`src/rtl/core/dynamic_range_processor_defines.svh`:
```
// Assertion macros shared by the RTL.
`ifndef DYNAMIC_RANGE_PROCESSOR_DEFINES_SVH
`define DYNAMIC_RANGE_PROCESSOR_DEFINES_SVH

// Check that a condition implies a consequence on the same edge.
`define DRP_ASSERT_IMP(lbl, clk, rst_n, ante, cons, msg) \
  lbl: assert property (@(posedge clk) disable iff (!rst_n) (ante) |-> (cons)) \
    else $error(msg);

// Check that a condition implies a consequence on the next edge.
`define DRP_ASSERT_NEXT(lbl, clk, rst_n, ante, cons, msg) \
  lbl: assert property (@(posedge clk) disable iff (!rst_n) (ante) |=> (cons)) \
    else $error(msg);

`endif

```
`src/rtl/core/drp_queue.sv`:
```
`timescale 1ns / 1ps
`include "dynamic_range_processor_defines.svh"
// Two-entry queue between front and back.
module drp_queue #(
  parameter int Width = 32
) (
  input  logic             clk_i,
  input  logic             rst_ni,
  input  logic             wr_valid_i,
  output logic             wr_ready_o,
  input  logic [Width-1:0] wr_data_i,
  output logic             rd_valid_o,
  input  logic             rd_ready_i,
  output logic [Width-1:0] rd_data_o
);
  logic [Width-1:0] mem_q [2];
  logic wp_q, rp_q;
  logic [1:0] cnt_q;
  logic wr, rd;

  assign wr_ready_o = (cnt_q != 2'd2);
  assign rd_valid_o = (cnt_q != 2'd0);
  assign wr = wr_valid_i && wr_ready_o;
  assign rd = rd_valid_o && rd_ready_i;
  assign rd_data_o = mem_q[rp_q];

  always_ff @(posedge clk_i or negedge rst_ni) begin
    if (!rst_ni) begin
      wp_q <= 1'b0;
      rp_q <= 1'b0;
      cnt_q <= 2'd0;
    end else begin
      if (wr) wp_q <= ~wp_q;
      if (rd) rp_q <= ~rp_q;
      cnt_q <= cnt_q + 2'(wr) - 2'(rd);
    end
  end

  always_ff @(posedge clk_i) begin
    if (wr) mem_q[wp_q] <= wr_data_i;
  end

  `DRP_ASSERT_IMP(a_cnt_range, clk_i, rst_ni, 1'b1, cnt_q <= 2'd2, "queue count out of range")
  `DRP_ASSERT_IMP(a_ptr_match, clk_i, rst_ni, cnt_q != 2'd1, wp_q == rp_q, "queue pointers disagree")
  `DRP_ASSERT_NEXT(a_fill, clk_i, rst_ni, wr && !rd, cnt_q == $past(cnt_q) + 2'd1, "queue fill lost")
endmodule

```
`config.mk`:
```
export PLATFORM = sky130hd
export DESIGN_NAME = drp_queue
export DESIGN_NICKNAME = d
export VERILOG_FILES = /design/src/rtl/core/drp_queue.sv
export VERILOG_INCLUDE_DIRS = /design/src /design/src/rtl/core
export SDC_FILE = /design/constraint.sdc
export NUM_CORES = 1
export LEC_CHECK = 0
export ABC_AREA = 1
export BUFFER_PORTS_ARGS = -buffer_cell sky130_fd_sc_hd__buf_2
export CAP_MARGIN = 10
export CORE_UTILIZATION = 35
export CTS_CLUSTER_SIZE = 10
export DETAILED_ROUTE_END_ITERATION = 7
export GPL_TIMING_DRIVEN = 0
export HOLD_SLACK_MARGIN = 0.08
export PLACE_DENSITY = 0.67
export RECOVER_POWER = 50
export SYNTH_ARGS = -nofsm -noshare
export SYNTH_HDL_FRONTEND = slang
export SYNTH_SLANG_ARGS = --single-unit
```
`constraint.sdc`:
```
create_clock -name clk_i -period 3.1 [get_ports clk_i]
set_clock_uncertainty 0.1 [all_clocks]
set_input_delay 0.155 -clock clk_i [delete_from_list [all_inputs] [get_ports clk_i]]
set_output_delay 0.155 -clock clk_i [all_outputs]
set_load 0.01 [all_outputs]
```
* Yosys cells after proc, flatten, opt, wreduce, memory -nomap -nowiden
Memories as Yosys holds them, arrays and structs flattened.
Index checks and enable logic that the tools add are counted.
** Cells by class
- Add/subtract/negate cells :: 2
- Equality and inequality tests :: 1
- Muxes and demuxes :: 2
- Bitwise operators :: 2
- Reductions and logical operators :: 3
** Operator list (number)
- 2-bit by 1-bit adder with 2-bit output :: 1
- 1-bit logical AND :: 2
- 1-bit 2-to-1 mux :: 2
- 2-bit inequality test (second input constant) :: 1
- 1-bit inverter :: 2
- 2-bit nonzero test :: 1
- 2-bit by 1-bit subtractor with 2-bit output :: 1
** Storage, ports and cells
- Flip-flop bits (word level) :: 4
- Memory bits (writable) :: 64
- Bits of input ports :: 36
- Output and inout port bits :: 34
- Memories kept :: 1
** Memories
- mem_q :: words 2, width 32, read ports 1, clocked after Yosys merged registers in 0, write ports 1, line drp_queue.sv:16 : logic [Width-1:0] mem_q [2];

* Depth between registers and ports, before layout
- Depth after elaboration :: 4
- Gate-level depth with buffers :: 10
- Depth with buffers taken out :: 10

* Worst setup path after synthesis
Ideal clock, no wire load.
- Path type :: register to register
- From :: register cnt_q[1]
- To :: memory mem_q[1][0], enable pin
- Setup time :: 421 ps
- Arrival time :: 1981 ps
- Required time :: 2579 ps
- Setup slack :: 598 ps
- Cell stages (with the launch flop) :: 4
- Buffers on the path :: 0
- Cells stage by stage :: dfrtp_1 > nand2_1 > nand2_1 > nor2_1
** Between the ends
- Word-level cells in the longest chain between the ends :: 4
** RTL lines
- start: declaration :: line drp_queue.sv:18 : logic [1:0] cnt_q;
- start signal: assignment :: line drp_queue.sv:35 : cnt_q <= cnt_q + 2'(wr) - 2'(rd);
- 2-bit inequality test :: line drp_queue.sv:21 : assign wr_ready_o = (cnt_q != 2'd2);
- named net wr_ready_o :: line drp_queue.sv:10 : output logic wr_ready_o,
- 1-bit logical AND :: line drp_queue.sv:23 : assign wr = wr_valid_i && wr_ready_o;
- 1-bit 2-to-1 mux :: line drp_queue.sv:40 : if (wr) mem_q[wp_q] <= wr_data_i;
- 1-bit 2-to-1 mux (implied by the code) :: line drp_queue.sv:40
- end: declaration :: line drp_queue.sv:16
The timed path passes the listed nets, and every way through them passes these cells.

* Worst setup path after layout
- From :: register rp_q
- To :: output port rd_data_o[6]
** Between the ends
- Word-level cells in the longest chain between the ends :: 1
** RTL lines
- start: declaration :: line drp_queue.sv:17 : logic wp_q, rp_q;
- start signal: assignment :: line drp_queue.sv:34 : if (rd) rp_q <= ~rp_q;
- memory 2 x 32 bit
- end: declaration :: line drp_queue.sv:14 : output logic [Width-1:0] rd_data_o
No other way between the ends.

==> results.yml <==
sta:
  tightest_slew_ps: 781.0
  hold-worst-slack_ps: 405.1
  min_period_ps: 2248
  timing.fmax_mhz: 444.8
  fin_ws_ps: 851.8
  min_period_over_period_pct: 72.52
  slew_headroom_pct: 47.88
  hold_viol_final: 0
  final_max_slew_viol_count: 0
  report.final.setup_viol: 0
  rsz0062_at_grt: "false"
job:
  drv_cap: 0
setup_path:
  critical_path_class: "flip-flop to primary output"
  regToRegSetupSlack_ps: 1270
  worstSetupEndpointType: "primary output"
  crit_path_end: "rd_data_o[6]"
  crit_required_ps: 2840
  r2r_start: "cnt_q[1]"
  crit_start: "rp_q"
  start_kind: "flip-flop"
  reg2regPathDepth: 4
  arrival_ps: 1990
  crit_fanout: 10
  timing.rr.end: "mem_q[0][31]"
synth:
  netlist.top_cell.by_area: "edfxtp_1"
  yosysSeqAreaShare_pct: 77.39
  syn-mean-instance-area_um2: 13.13
  yosysWarnings: 0
  synth_top_area_share_pct: 73.56
  ys_top_cells_by_area: "edfxtp_1 (74%), nand2_1 (14%), dfrtp_1 (3.8%), nand2_2 (2.4%), buf_6 (1.3%)"
  ys_seq_elements: 68
  syn_inst: 199
  yosys.cell_types.count: 12
  synth_fp_nets: 237
  mappedNetlistArea_um2: 2613
worst_hold_path:
  hold_path.startpoint: "wp_q"
  hp-class: "flip-flop to flip-flop"
cts:
  cts_buffer_depth: 2
  clk_root_buffer_cell: "clkbuf_8"
  post-cts-setup-buffer-count: 0
  cts.repair.resized: 0
  clk_latency_ps: 330
  h-tree-depth: 3
  cts_tree: "built"
  cts.clk_slew.worst_paths_ps: 70
  cts.sinks: 68
  numCtsBuffers: 9
die:
  start_util_pct: 36.21
  core_um2: 7214
  pin_count: 70
  core.rowCount: 31
  die_area_um2: 7814
  die_w_um: 88.40
  die_y_um: 88.40
cells_and_area:
  syn_to_final_growth_pct: 37.55
  layout.nets: 355
  diodes: 0
  layout-drive-gt1-share_pct: 21.00
pwr:
  cellLeakagePower_nw: 1.499
  vdd_drop_max_uv: 456.2
  p_per_area_nw_per_um2: 843.8
  p_total_w: 0.003032
routing:
  drc_errors: 0
  num_vias: 1741
  routed_via_density: 4.165
  first_pass_iters: 4
  avgRoutedWirePerCell_um: 11.92
  wl_mm: 4.984
  drt_first_iter_violations: 38
  ant_nets: 0
grt:
  antenna_found_initial: 0
  grt_pass1_wl_mm: 7.514
  grt_pass1_vias: 1663
  overflow: 0
  track_usage_pct: 13.61
  grt_max_degree: 18
place:
  place_ws_ps: 1236
  globalplace.congestion: 0.6927
  io_buffer_count: 69
  dp_hpwl_mm: 3.260
status:
  status: "completed"
## cell type report
| class | count | area (µm²) |
|---|---|---|
| buffer | 7 | 33.78 |
| clock buffer | 10 | 127.6 |
| clock inverter | 3 | 41.29 |
| fill | 680 | 3621 |
| inverter | 9 | 35.03 |
| multi-input combinational | 115 | 485.5 |
| sequential | 68 | 2022 |
| tap | 99 | 123.9 |
| timing repair buffer | 107 | 724.4 |
## worst max-delay path, cell delays in order (launching register included)
cell and delay (ps):
dfrtp_1 320, clkbuf_1 300, clkinvlp_2 340, clkbuf_1 390
nand2_2 130, nand2_1 60, buf_2 130
## what timing repair did
item,4_1_cts,5_1_grt
endpoints found under the hold margin,70,0
endpoints found under the setup margin,0,0
hold buffers,36,0
## cells in the mapped netlist (all sizes together)
library cell	number
nand2	109
edfxtp	64
inv	9
buf	7
dfrtp	4
nand3	3
ha	2
nor2	1
## routing by layer
| metal | GRT usage [%] | share of wire (%) |
|---|---|---|
| met5 | 0 | 0 |
| met3 | 4.757 | 4.5 |
| met1 | 14.91 | 42 |
| met4 | 5.718 | 1.2 |
| met2 | 23.99 | 52 |
## where the power goes
group	internal, W	switching, W	total (W)	leakage (nW)
logic	0.000395	0.000682	0.00108	0.774
clock network	0.000355	0.000284	0.000639	0.0817
registers	0.00126	0.0000583	0.00132	0.643
total	0.00201	0.00102	0.00303	1.50
## how the worst min path moves through the flow
stage	end	cells after the start
CTS	wp_q	2
floorplan	cnt_q[0]	0
detailed placement	cnt_q[1]	1
finish	wp_q	2
global route	wp_q	2
global placement	cnt_q[1]	1
## per-stage QoR
stage / TNS, ps / utilization, % / area, µm² / std cells
after floorplan: 0 / - / 2613 / 199
after global routing: 0 / 49.81 / 3593 / 418
after CTS: 0 / 50.92 / 3674 / 418
final: 0 / 49.81 / 3593 / 418
after global placement: -6442 / 42.72 / 3082 / 367
after detailed placement: 0 / 43.58 / 3144 / 369
## placed cells by master (no fill, tap or decap), drive strengths merged
master,netlist,final
clkbuf,0,45
edfxtp,64,64
ha,2,2
dfrtp,4,4
inv,9,8
buf,7,43
bufinv,0,1
nand3,3,3
nor2,1,1
nand2,109,109
dlygate4sd3,0,36
clkinv,0,1
clkinvlp,0,2
## logic make-up (layout without fill, tap and decap cells)
| family | after synthesis | in the layout | share of synthesized area, % |
|---|---|---|---|
| simple gates | 113 | 113 | 17.34 |
| buf+inv | 16 | 136 | 4.310 |
| fa+ha+maj | 2 | 2 | 0.9577 |
| flops | 68 | 68 | 77.39 |
## state kept, by name, summed over array words and instances (netlist names)
register  count
cnt_q         2
mem_q        64
rp_q          1
wp_q          1
Note: power is estimated with default switching activity, not from simulation.
