==> src/rtl/core/dynamic_range_processor_defines.svh <==
// Assertion macros shared by the RTL.
`ifndef DYNAMIC_RANGE_PROCESSOR_DEFINES_SVH
`define DYNAMIC_RANGE_PROCESSOR_DEFINES_SVH

// Check that a condition implies a consequence on the same edge.
`define DRP_ASSERT_IMP(lbl, clk, rst_n, ante, cons, msg) \
  lbl: assert property (@(posedge clk) disable iff (!rst_n) (ante) |-> (cons)) \
    else $error(msg);

// Check that a condition implies a consequence on the next edge.
`define DRP_ASSERT_NEXT(lbl, clk, rst_n, ante, cons, msg) \
  lbl: assert property (@(posedge clk) disable iff (!rst_n) (ante) |=> (cons)) \
    else $error(msg);

`endif

==> src/rtl/core/drp_pkg.sv <==
`timescale 1ns / 1ps
package drp_pkg;

  localparam int SmoothTaps = 150;
  localparam int SampleBits = 16;

  localparam int CfgIdxW = 3;
  localparam int CfgDataW = 17;

  typedef enum logic [CfgIdxW-1:0] {
    CFG_GATE     = 3'd0,
    CFG_EXPAND   = 3'd1,
    CFG_COMPRESS = 3'd2,
    CFG_LIMIT    = 3'd3,
    CFG_ATTACK   = 3'd4,
    CFG_RELEASE  = 3'd5,
    CFG_EXP_SLP  = 3'd6,
    CFG_CMP_SLP  = 3'd7
  } cfg_idx_e;

  typedef struct packed {
    logic signed [15:0] gate_th;
    logic signed [15:0] expand_th;
    logic signed [15:0] compress_th;
    logic signed [15:0] limit_th;
    logic [16:0]        attack;
    logic [16:0]        release_c;
    logic signed [15:0] expand_slope;
    logic signed [15:0] compress_slope;
  } cfg_t;

  localparam logic [16:0] OneQ16 = 17'd65536;

  typedef enum logic [3:0] {
    FS_IDLE, FS_PEAK_MUL, FS_PEAK_SUM, FS_NORM, FS_LOG, FS_DB, FS_PUSH
  } front_state_e;

  typedef enum logic [3:0] {
    BS_IDLE, BS_ZONE, BS_ZMUL, BS_OCT, BS_INTERP, BS_LIN, BS_HIST_RD,
    BS_HIST_UPD, BS_DIV, BS_OUT_MUL, BS_OUT_RND, BS_DONE
  } back_state_e;

  function automatic logic [16:0] exp2_tab(input logic [4:0] i);
    logic [16:0] v;
    case (i)
      5'd0:  v = 17'd65536;
      5'd1:  v = 17'd62757;
      5'd2:  v = 17'd60097;
      5'd3:  v = 17'd57549;
      5'd4:  v = 17'd55110;
      5'd5:  v = 17'd52774;
      5'd6:  v = 17'd50536;
      5'd7:  v = 17'd48394;
      5'd8:  v = 17'd46341;
      5'd9:  v = 17'd44376;
      5'd10: v = 17'd42495;
      5'd11: v = 17'd40693;
      5'd12: v = 17'd38968;
      5'd13: v = 17'd37316;
      5'd14: v = 17'd35734;
      5'd15: v = 17'd34219;
      5'd16: v = 17'd32768;
      default: v = 17'd0;
    endcase
    return v;
  endfunction

endpackage

==> src/rtl/core/drp_front.sv <==
`timescale 1ns / 1ps
// Peak follower and level detector: produces (sample, level) pairs.
module drp_front #(
  parameter int SampleBits = drp_pkg::SampleBits
) (
  input  logic                         clk_i,
  input  logic                         rst_ni,
  input  drp_pkg::cfg_t                cfg_i,
  input  logic                         push_i,
  output logic                         full_o,
  input  logic signed [SampleBits-1:0] sample_i,
  output logic                         q_valid_o,
  input  logic                         q_ready_i,
  output logic signed [SampleBits-1:0] q_sample_o,
  output logic signed [15:0]           q_level_o
);
  localparam int PW = SampleBits + 1;
  localparam int EW = $clog2(PW);

  drp_pkg::front_state_e state_q, state_d;
  logic signed [SampleBits-1:0] x_q;
  logic [PW-1:0] a_q, peak_q, peak_d;
  logic [16:0] w_q;
  logic [PW+16:0] pa_q, pb_q;
  logic [EW-1:0] e_q;
  logic [16:0] m_q;
  logic [15:0] frac_q;
  logic [4:0] it_q;
  logic [EW-1:0] e_c;
  logic [16:0] w_c;
  logic [33:0] sq;
  logic [16:0] msq;
  logic [EW+16:0] neg;
  logic [EW+16+20:0] prod;
  logic [EW+16+20:0] dbm;
  logic signed [15:0] lvl_q;
  logic [PW-1:0] a_c;

  assign a_c = sample_i[SampleBits-1] ? PW'(-$signed({sample_i[SampleBits-1], sample_i}))
                                      : PW'({sample_i[SampleBits-1], sample_i});
  assign w_c = (a_c > peak_q) ? ((cfg_i.attack > drp_pkg::OneQ16) ? drp_pkg::OneQ16 : cfg_i.attack)
             : ((cfg_i.release_c > drp_pkg::OneQ16) ? drp_pkg::OneQ16 : cfg_i.release_c);
  assign full_o = (state_q != drp_pkg::FS_IDLE);
  assign peak_d = PW'((pa_q + pb_q + (PW+17)'(32768)) >> 16);

  always_comb begin
    e_c = '0;
    for (int i = 0; i < PW; i++) begin
      if (peak_q[i]) e_c = EW'(i);
    end
  end

  assign sq  = m_q * m_q;
  assign msq = 17'(sq >> 15);
  assign neg = (EW+17)'((SampleBits - 1 - int'(e_q))) * (EW+17)'(65536) - (EW+17)'(frac_q);
  assign prod = (EW+16+21)'(neg) * (EW+16+21)'(394566);
  assign dbm  = (prod + (EW+16+21)'(1 << 23)) >> 24;

  always_comb begin
    state_d = state_q;
    case (state_q)
      drp_pkg::FS_IDLE:     if (push_i) state_d = drp_pkg::FS_PEAK_MUL;
      drp_pkg::FS_PEAK_MUL: state_d = drp_pkg::FS_PEAK_SUM;
      drp_pkg::FS_PEAK_SUM: state_d = drp_pkg::FS_NORM;
      drp_pkg::FS_NORM:     state_d = (peak_q == '0) ? drp_pkg::FS_DB : drp_pkg::FS_LOG;
      drp_pkg::FS_LOG:      if (it_q == 5'd15) state_d = drp_pkg::FS_DB;
      drp_pkg::FS_DB:       state_d = drp_pkg::FS_PUSH;
      drp_pkg::FS_PUSH:     if (q_ready_i) state_d = drp_pkg::FS_IDLE;
      default:              state_d = drp_pkg::FS_IDLE;
    endcase
  end

  always_ff @(posedge clk_i or negedge rst_ni) begin
    if (!rst_ni) begin
      state_q <= drp_pkg::FS_IDLE;
      peak_q  <= PW'(1) << (SampleBits - 1);
    end else begin
      state_q <= state_d;
      if (state_q == drp_pkg::FS_PEAK_SUM) peak_q <= peak_d;
    end
  end

  always_ff @(posedge clk_i) begin
    case (state_q)
      drp_pkg::FS_IDLE: begin
        x_q <= sample_i;
        a_q <= a_c;
        w_q <= w_c;
      end
      drp_pkg::FS_PEAK_MUL: begin
        pa_q <= (PW+17)'(w_q) * (PW+17)'(a_q);
        pb_q <= (PW+17)'(drp_pkg::OneQ16 - w_q) * (PW+17)'(peak_q);
      end
      drp_pkg::FS_NORM: begin
        e_q <= e_c;
        m_q <= (e_c >= EW'(15)) ? 17'(peak_q >> (e_c - EW'(15)))
                                : 17'(peak_q << (EW'(15) - e_c));
        frac_q <= '0;
        it_q <= '0;
      end
      drp_pkg::FS_LOG: begin
        it_q <= it_q + 5'd1;
        frac_q <= {frac_q[14:0], msq[16]};
        m_q <= msq[16] ? (msq >> 1) : msq;
      end
      drp_pkg::FS_DB: begin
        if (peak_q == '0 || dbm > (EW+16+21)'(32768)) lvl_q <= -16'sd32768;
        else lvl_q <= 16'(-$signed({1'b0, 16'(dbm)}));
      end
      default: ;
    endcase
  end

  assign q_valid_o  = (state_q == drp_pkg::FS_PUSH);
  assign q_sample_o = x_q;
  assign q_level_o  = lvl_q;
endmodule

==> config.mk <==
export PLATFORM = sky130hd
export DESIGN_NAME = drp_front
export DESIGN_NICKNAME = d
export VERILOG_FILES = /design/src/rtl/core/dynamic_range_processor_defines.svh /design/src/rtl/core/drp_pkg.sv /design/src/rtl/core/drp_front.sv
export SDC_FILE = /design/constraint.sdc
export NUM_CORES = 2
export LEC_CHECK = 0
export BUFFER_PORTS_ARGS = -buffer_cell sky130_fd_sc_hd__buf_4
export CELL_PAD_IN_SITES_DETAIL_PLACEMENT = 1
export CELL_PAD_IN_SITES_GLOBAL_PLACEMENT = 2
export CORE_MARGIN = 2
export CORE_UTILIZATION = 42
export CTS_CLUSTER_DIAMETER = 80
export CTS_CLUSTER_SIZE = 20
export DETAILED_ROUTE_END_ITERATION = 6
export PLACE_DENSITY_LB_ADDON = 0.1
export SETUP_SLACK_MARGIN = 0.2
export SLEW_MARGIN = 20
export SYNTH_ARGS = -nofsm -noshare
export SYNTH_HDL_FRONTEND = slang
export SYNTH_SLANG_ARGS = --single-unit
==> constraint.sdc <==
create_clock -name clk_i -period 9.7 [get_ports clk_i]
set_clock_uncertainty 0.05 [all_clocks]
set_input_delay 0.97 -clock clk_i [delete_from_list [all_inputs] [get_ports clk_i]]
set_output_delay 0.97 -clock clk_i [all_outputs]
set_load 0.01 [all_outputs]
After elaboration in Yosys (flattened, before gate mapping):

Index checks and enable logic that the tools add are counted.

* flip-flop bits (word level): 196
* latch bits: 0
* RAM bits: 0
* ROM bits: 0
* output and inout port bits: 34
* logic and storage cells: 80
* memories: 0

* add/subtract/negate cells: 11
* multipliers: 4
* div/mod/pow operators: 0
* order comparisons: 5
* equal/unequal tests: 10
* shift operators: 2
* mux-type cells: 30
* bitwise gates (word level): 0
* reductions and logical operators: 6

Operator list (count)
* 17-bit 2-to-1 mux: 5
* 5-bit 2-to-1 mux: 10
* 41-bit by 24-bit adder with 42-bit output, second input constant: 1
* 22-bit by 18-bit multiplier with 40-bit output, second input constant: 1
* 17-bit greater-than comparator, second input constant: 2
* 17-bit case mux with 2 select lines: 1
* 33-bit by 16-bit adder with 33-bit output, second input constant: 1
* 33-bit adder: 1
* 17-bit by 17-bit multiplier with 33-bit output: 1
* 18-bit by 18-bit multiplier with 33-bit output: 1
* 17-bit by 17-bit multiplier with 32-bit output: 1
* 16-bit case mux with 2 select lines: 1
* 4-bit case mux with 7 select lines: 1
* 22-bit by 16-bit subtractor with 22-bit output: 1
* 18-bit by 16-bit greater-than comparator with 1-bit output, second input constant: 1
* 17-bit by 17-bit subtractor with 18-bit output, first input constant: 1
* 17-bit greater-than comparator: 1
* 17-bit logical NOT: 1
* 16-bit negation with 17-bit output: 1
* 17-bit by 5-bit << shifter with 17-bit output: 1
* 17-bit by 5-bit >> shifter with 17-bit output: 1
* 16-bit 2-to-1 mux: 1
* 16-bit negation: 1
* 4-bit by 3-bit == test with 1-bit output, second input constant: 3
* other kinds (20): 28

Logic depth before layout (Yosys ltp):

* depth in word-level cells: 20
* depth in mapped cells: 35
* depth with buffers taken out: 33

Least setup slack after synthesis:

OpenSTA, ideal clock, no wires.

* path kind: register to register
* start: register frac_q[0]
* end: register lvl_q[2], in the netlist q_level_o[2], data pin
* setup time: 255 ps
* arrival: 7882 ps
* required time: 9395 ps
* slack: 1513 ps
* cell stages (with the launch flop): 31
* path buffers: 1
* cell sequence: edfxtp_1 inv_1 ha_1 nand2_1 or2_2 or3_1 nor2_1 xnor2_1 ha_1 ha_1 fa_1 fa_1 fa_1 inv_1 fa_1 inv_1 ha_1 a21o_1 a21o_1 o21a_1 o21ai_0 o211ai_1 nor2_1 nand4b_4 or4b_4 xnor2_2 a21oi_2 and3_4 o21ai_4 buf_8 nor2_2

* word-level cells in the longest chain between the ends: 5

RTL lines
* start, declared: line drp_front.sv:27 `logic [15:0] frac_q;`
* start signal, assigned: line drp_front.sv:103 `frac_q <= {frac_q[14:0], msq[16]};`
* 22-bit by 16-bit subtractor with 22-bit output (*): line drp_front.sv:55 `assign neg = (EW+17)'((SampleBits - 1 - int'(e_q))) * (EW+17)'(65536) - (EW+17)'(frac_q);`
* 22-bit by 18-bit multiplier with 40-bit output (*): line drp_front.sv:56 `assign prod = (EW+16+21)'(neg) * (EW+16+21)'(394566);`
* 41-bit by 24-bit adder with 42-bit output (*): line drp_front.sv:57 `assign dbm = (prod + (EW+16+21)'(1 << 23)) >> 24;`
* 18-bit by 16-bit greater-than comparator with 1-bit output: line drp_front.sv:107 `if (peak_q == '0 || dbm > (EW+16+21)'(32768)) lvl_q <= -16'sd32768;`
* 1-bit logical OR: line drp_front.sv:107
* end signal, assigned: line drp_front.sv:107
* end signal, assigned: line drp_front.sv:108 `else lvl_q <= 16'(-$signed({1'b0, 16'(dbm)}));`
* end, declared: line drp_front.sv:36 `logic signed [15:0] lvl_q;`

Every way passes the cells marked *; elsewhere a longest branch is shown, timed or not.
A chain may end at the register's enable or synchronous reset.

Final worst setup path:

* start: register frac_q[0]
* end: register lvl_q[5], in the netlist q_level_o[5], data pin

Same word-level chain as after synthesis.

==> flow_metrics.env <==
export IMPL_run_status="complete, no violations"
export IMPL_clk_pin_slew_ns=0.09
export IMPL_vias_per_cell=5.20
export IMPL_yosysSeqAreaShare_pct=12.8
export IMPL_grt_pass1_wl_mm=201
export IMPL_tightest_slew_ns=1.15
export IMPL_slew_viol_final=0
export IMPL_critPathSlowestCell="fa_1"
export IMPL_clockRootBuffer="clkbuf_16"
export IMPL_netlist_top_cell_by_area="fa_1"
export IMPL_async_reset_ff_share_pct=10.3
export IMPL_multi_input_area_um2=34500
export IMPL_die_area_um2=109000
export IMPL_ff_latch_area_um2=5730
export IMPL_dp_hpwl_mm=102
export IMPL_synth_edff_count=174
export IMPL_yosys_area_top_type_share_pct=34.8
export IMPL_drcViolationCount=0
export IMPL_min_period_over_period_pct=92.4
export IMPL_crit_required_ns=9.91
export IMPL_fill_cells=12119
export IMPL_grt_max_degree=67
export IMPL_ys_flop_type="edfxtp_1"
export IMPL_layout_min_cycle_time_ns=8.96
export IMPL_critPathKind="reg -> reg"
export IMPL_final_hold_violation_count=0
export IMPL_setup_violations_final=0
export IMPL_num_io_pins=184
export IMPL_area_growth_pct=7.07
export IMPL_final_antenna_net_count=0
export IMPL_cts_tree="built"
export IMPL_chipWidth_um=331
export IMPL_numCtsBuffers=17
export IMPL_start_util_pct=42.4
export IMPL_first_pass_iters=6
export IMPL_rsz0062_at_grt="no"
export IMPL_drv_cap=0
export IMPL_worstSetupStartpointType="flop"
export IMPL_num_rows=119
export IMPL_synth_cell_area_um2=44800
export IMPL_cts_sinks=194
export IMPL_numPortBuffers=87
export IMPL_synth_distinct_cells=93
export IMPL_r2r_slack_ns=0.74
export IMPL_ys_top_cells_by_area="fa_1 35%, ha_1 15%, edfxtp_1 12%, inv_1 9.0%, nand2_1 4.8%"
export IMPL_gr_total_overflow=0
export IMPL_clk_latency_ns=0.52
export IMPL_place_congestion=0.873
export IMPL_clk_path_buf_depth=2
export IMPL_yosys_warnings=0
export IMPL_vias=32364
export IMPL_antenna_found_initial=0
export IMPL_r2r_cells=29
export IMPL_hold_class="in -> async"
export IMPL_critPathMaxFanout=10
export IMPL_ys_seq_elements=194
export IMPL_postRouteWirelength_mm=125
export IMPL_holdBufCountCts=0
export IMPL_htree_levels=4
export IMPL_layout_commonest_cell="inv_1"
export IMPL_drive_above_1_share_pct=6.06
export IMPL_critPathMaxStageDelay_ns=0.59
export IMPL_synth_area_per_cell_um2=9.34
export IMPL_grt_pass1_vias=35671
export IMPL_fin_tns_setup_ns=0
export IMPL_die_h_um=331
export IMPL_core_area_um2=106000
export IMPL_dr_first_iter_drc_count=1331
export IMPL_crit_arrival_ns=9.18
export IMPL_nNetsFinal=6300
export IMPL_max_freq_mhz=112
export IMPL_post_drt_wl_per_cell_um=20.0
export IMPL_netlist_instances=4798
export IMPL_grt_usage_pct=24.0
export IMPL_worstSetupEndpointType="flop"
export IMPL_layout_common_cells="1075 x inv_1, 779 x fa_1, 573 x nand2_1"
export IMPL_num_antenna_cells=0
export IMPL_slew_headroom_pct=23.3
==> Yosys cell counts (19+ instances only) <==
cell type / instances
inv_1: 1075
a21o_1: 41
nand2_1: 573
nor2b_1: 20
a21oi_1: 127
ha_1: 547
xor2_1: 70
o21ai_0: 98
nor4_1: 22
xnor2_1: 140
edfxtp_1: 174
a211oi_1: 20
mux2i_1: 34
o21a_1: 27
clkbuf_1: 156
fa_1: 779
nand2b_1: 27
nand3_1: 38
dfrtp_1: 19
o211ai_1: 20
nor3_1: 41
or3_1: 19
and2_1: 286
nor2_1: 171
==> routing by layer <==
metal	part of all wire [%]	wire (µm)	vias up	GRT usage, %
li1	-	-	15014	-
met1	46	57000	16821	32.2
met2	49	61600	402	41.6
met3	2.6	3280	127	2.40
met4	2.3	2860	0	5.88
met5	0	0	-	0
==> registers in the layout (all words and copies together), names as in the netlist, 17 cells and up <==
| register | count |
|---|---|
| pb_q | 33 |
| peak_q | 17 |
| w_q | 17 |
| pa_q | 33 |
| m_q | 17 |
==> logic make-up (layout without fill, tap and decap cells) <==
| kind of cell | count (synthesis) | after routing | synth area share [%] |
|---|---|---|---|
| adders and majority gates | 1326 | 1326 | 50.1 |
| and+or+nand+nor | 1283 | 1283 | 13.8 |
| buffers and inverters | 1249 | 1285 | 10.5 |
| AOI/OAI and AO/OA | 480 | 481 | 7.13 |
| xor gates and xnor gates | 211 | 211 | 4.14 |
| DFF | 194 | 194 | 12.8 |
| muxes | 54 | 54 | 1.56 |
| other | 1 | 3 | 0.00837 |
==> worst max-delay path: cells and delay by family (launching register included) <==
family	cells	cell delay (ns)
fa+ha+maj	8	3.33
simple gates	9	2.44
xor+xnor	2	0.44
flops	1	0.40
compound gates	7	1.77
buf+inv	3	0.26
==> worst paths after layout <==
path,from,endpoint
setup / recovery,frac_q[0],q_level_o[5]
hold / removal,rst_ni,peak_q[2]
setup reg to reg,frac_q[0],q_level_o[5]
hold reg to reg,peak_q[9],peak_q[9]
max in group asynchronous,rst_ni,peak_q[15]
min in group clk_i,peak_q[9],peak_q[9]
==> through the flow <==
step / setup slack [ns] / hold slack, ns / utilization, % / cell area, µm² / instances
after floorplan: 1.51 / 0.373 / - / 44800 / 4800
after global placement: 0.534 / 0.414 / 44.7 / 47200 / 6191
after detailed placement: 0.365 / 0.434 / 44.7 / 47200 / 6191
after CTS: 0.334 / 0.301 / 45.3 / 47800 / 6223
after global routing: 0.137 / 0.321 / 45.4 / 48000 / 6228
final: 0.735 / 0.343 / 45.4 / 48000 / 6228
==> final cells by class <==
cell class / count / share of cell area, %
inverter: 1078 / 8.43
sequential: 194 / 11.9
clock inverter: 15 / 0.451
clock buffer: 17 / 0.887
timing repair buffer: 175 / 2.74
tap: 1391 / 3.63
multi-input combinational: 3358 / 71.9
==> what timing repair did <==
action	4_1_cts	5_1_grt
setup buffers	0	4
setup endpoints to repair	0	16
resized for setup	0	16
Power is not shown: default switching activity piles up to over one toggle a cycle in this logic, so the estimate is an artifact.
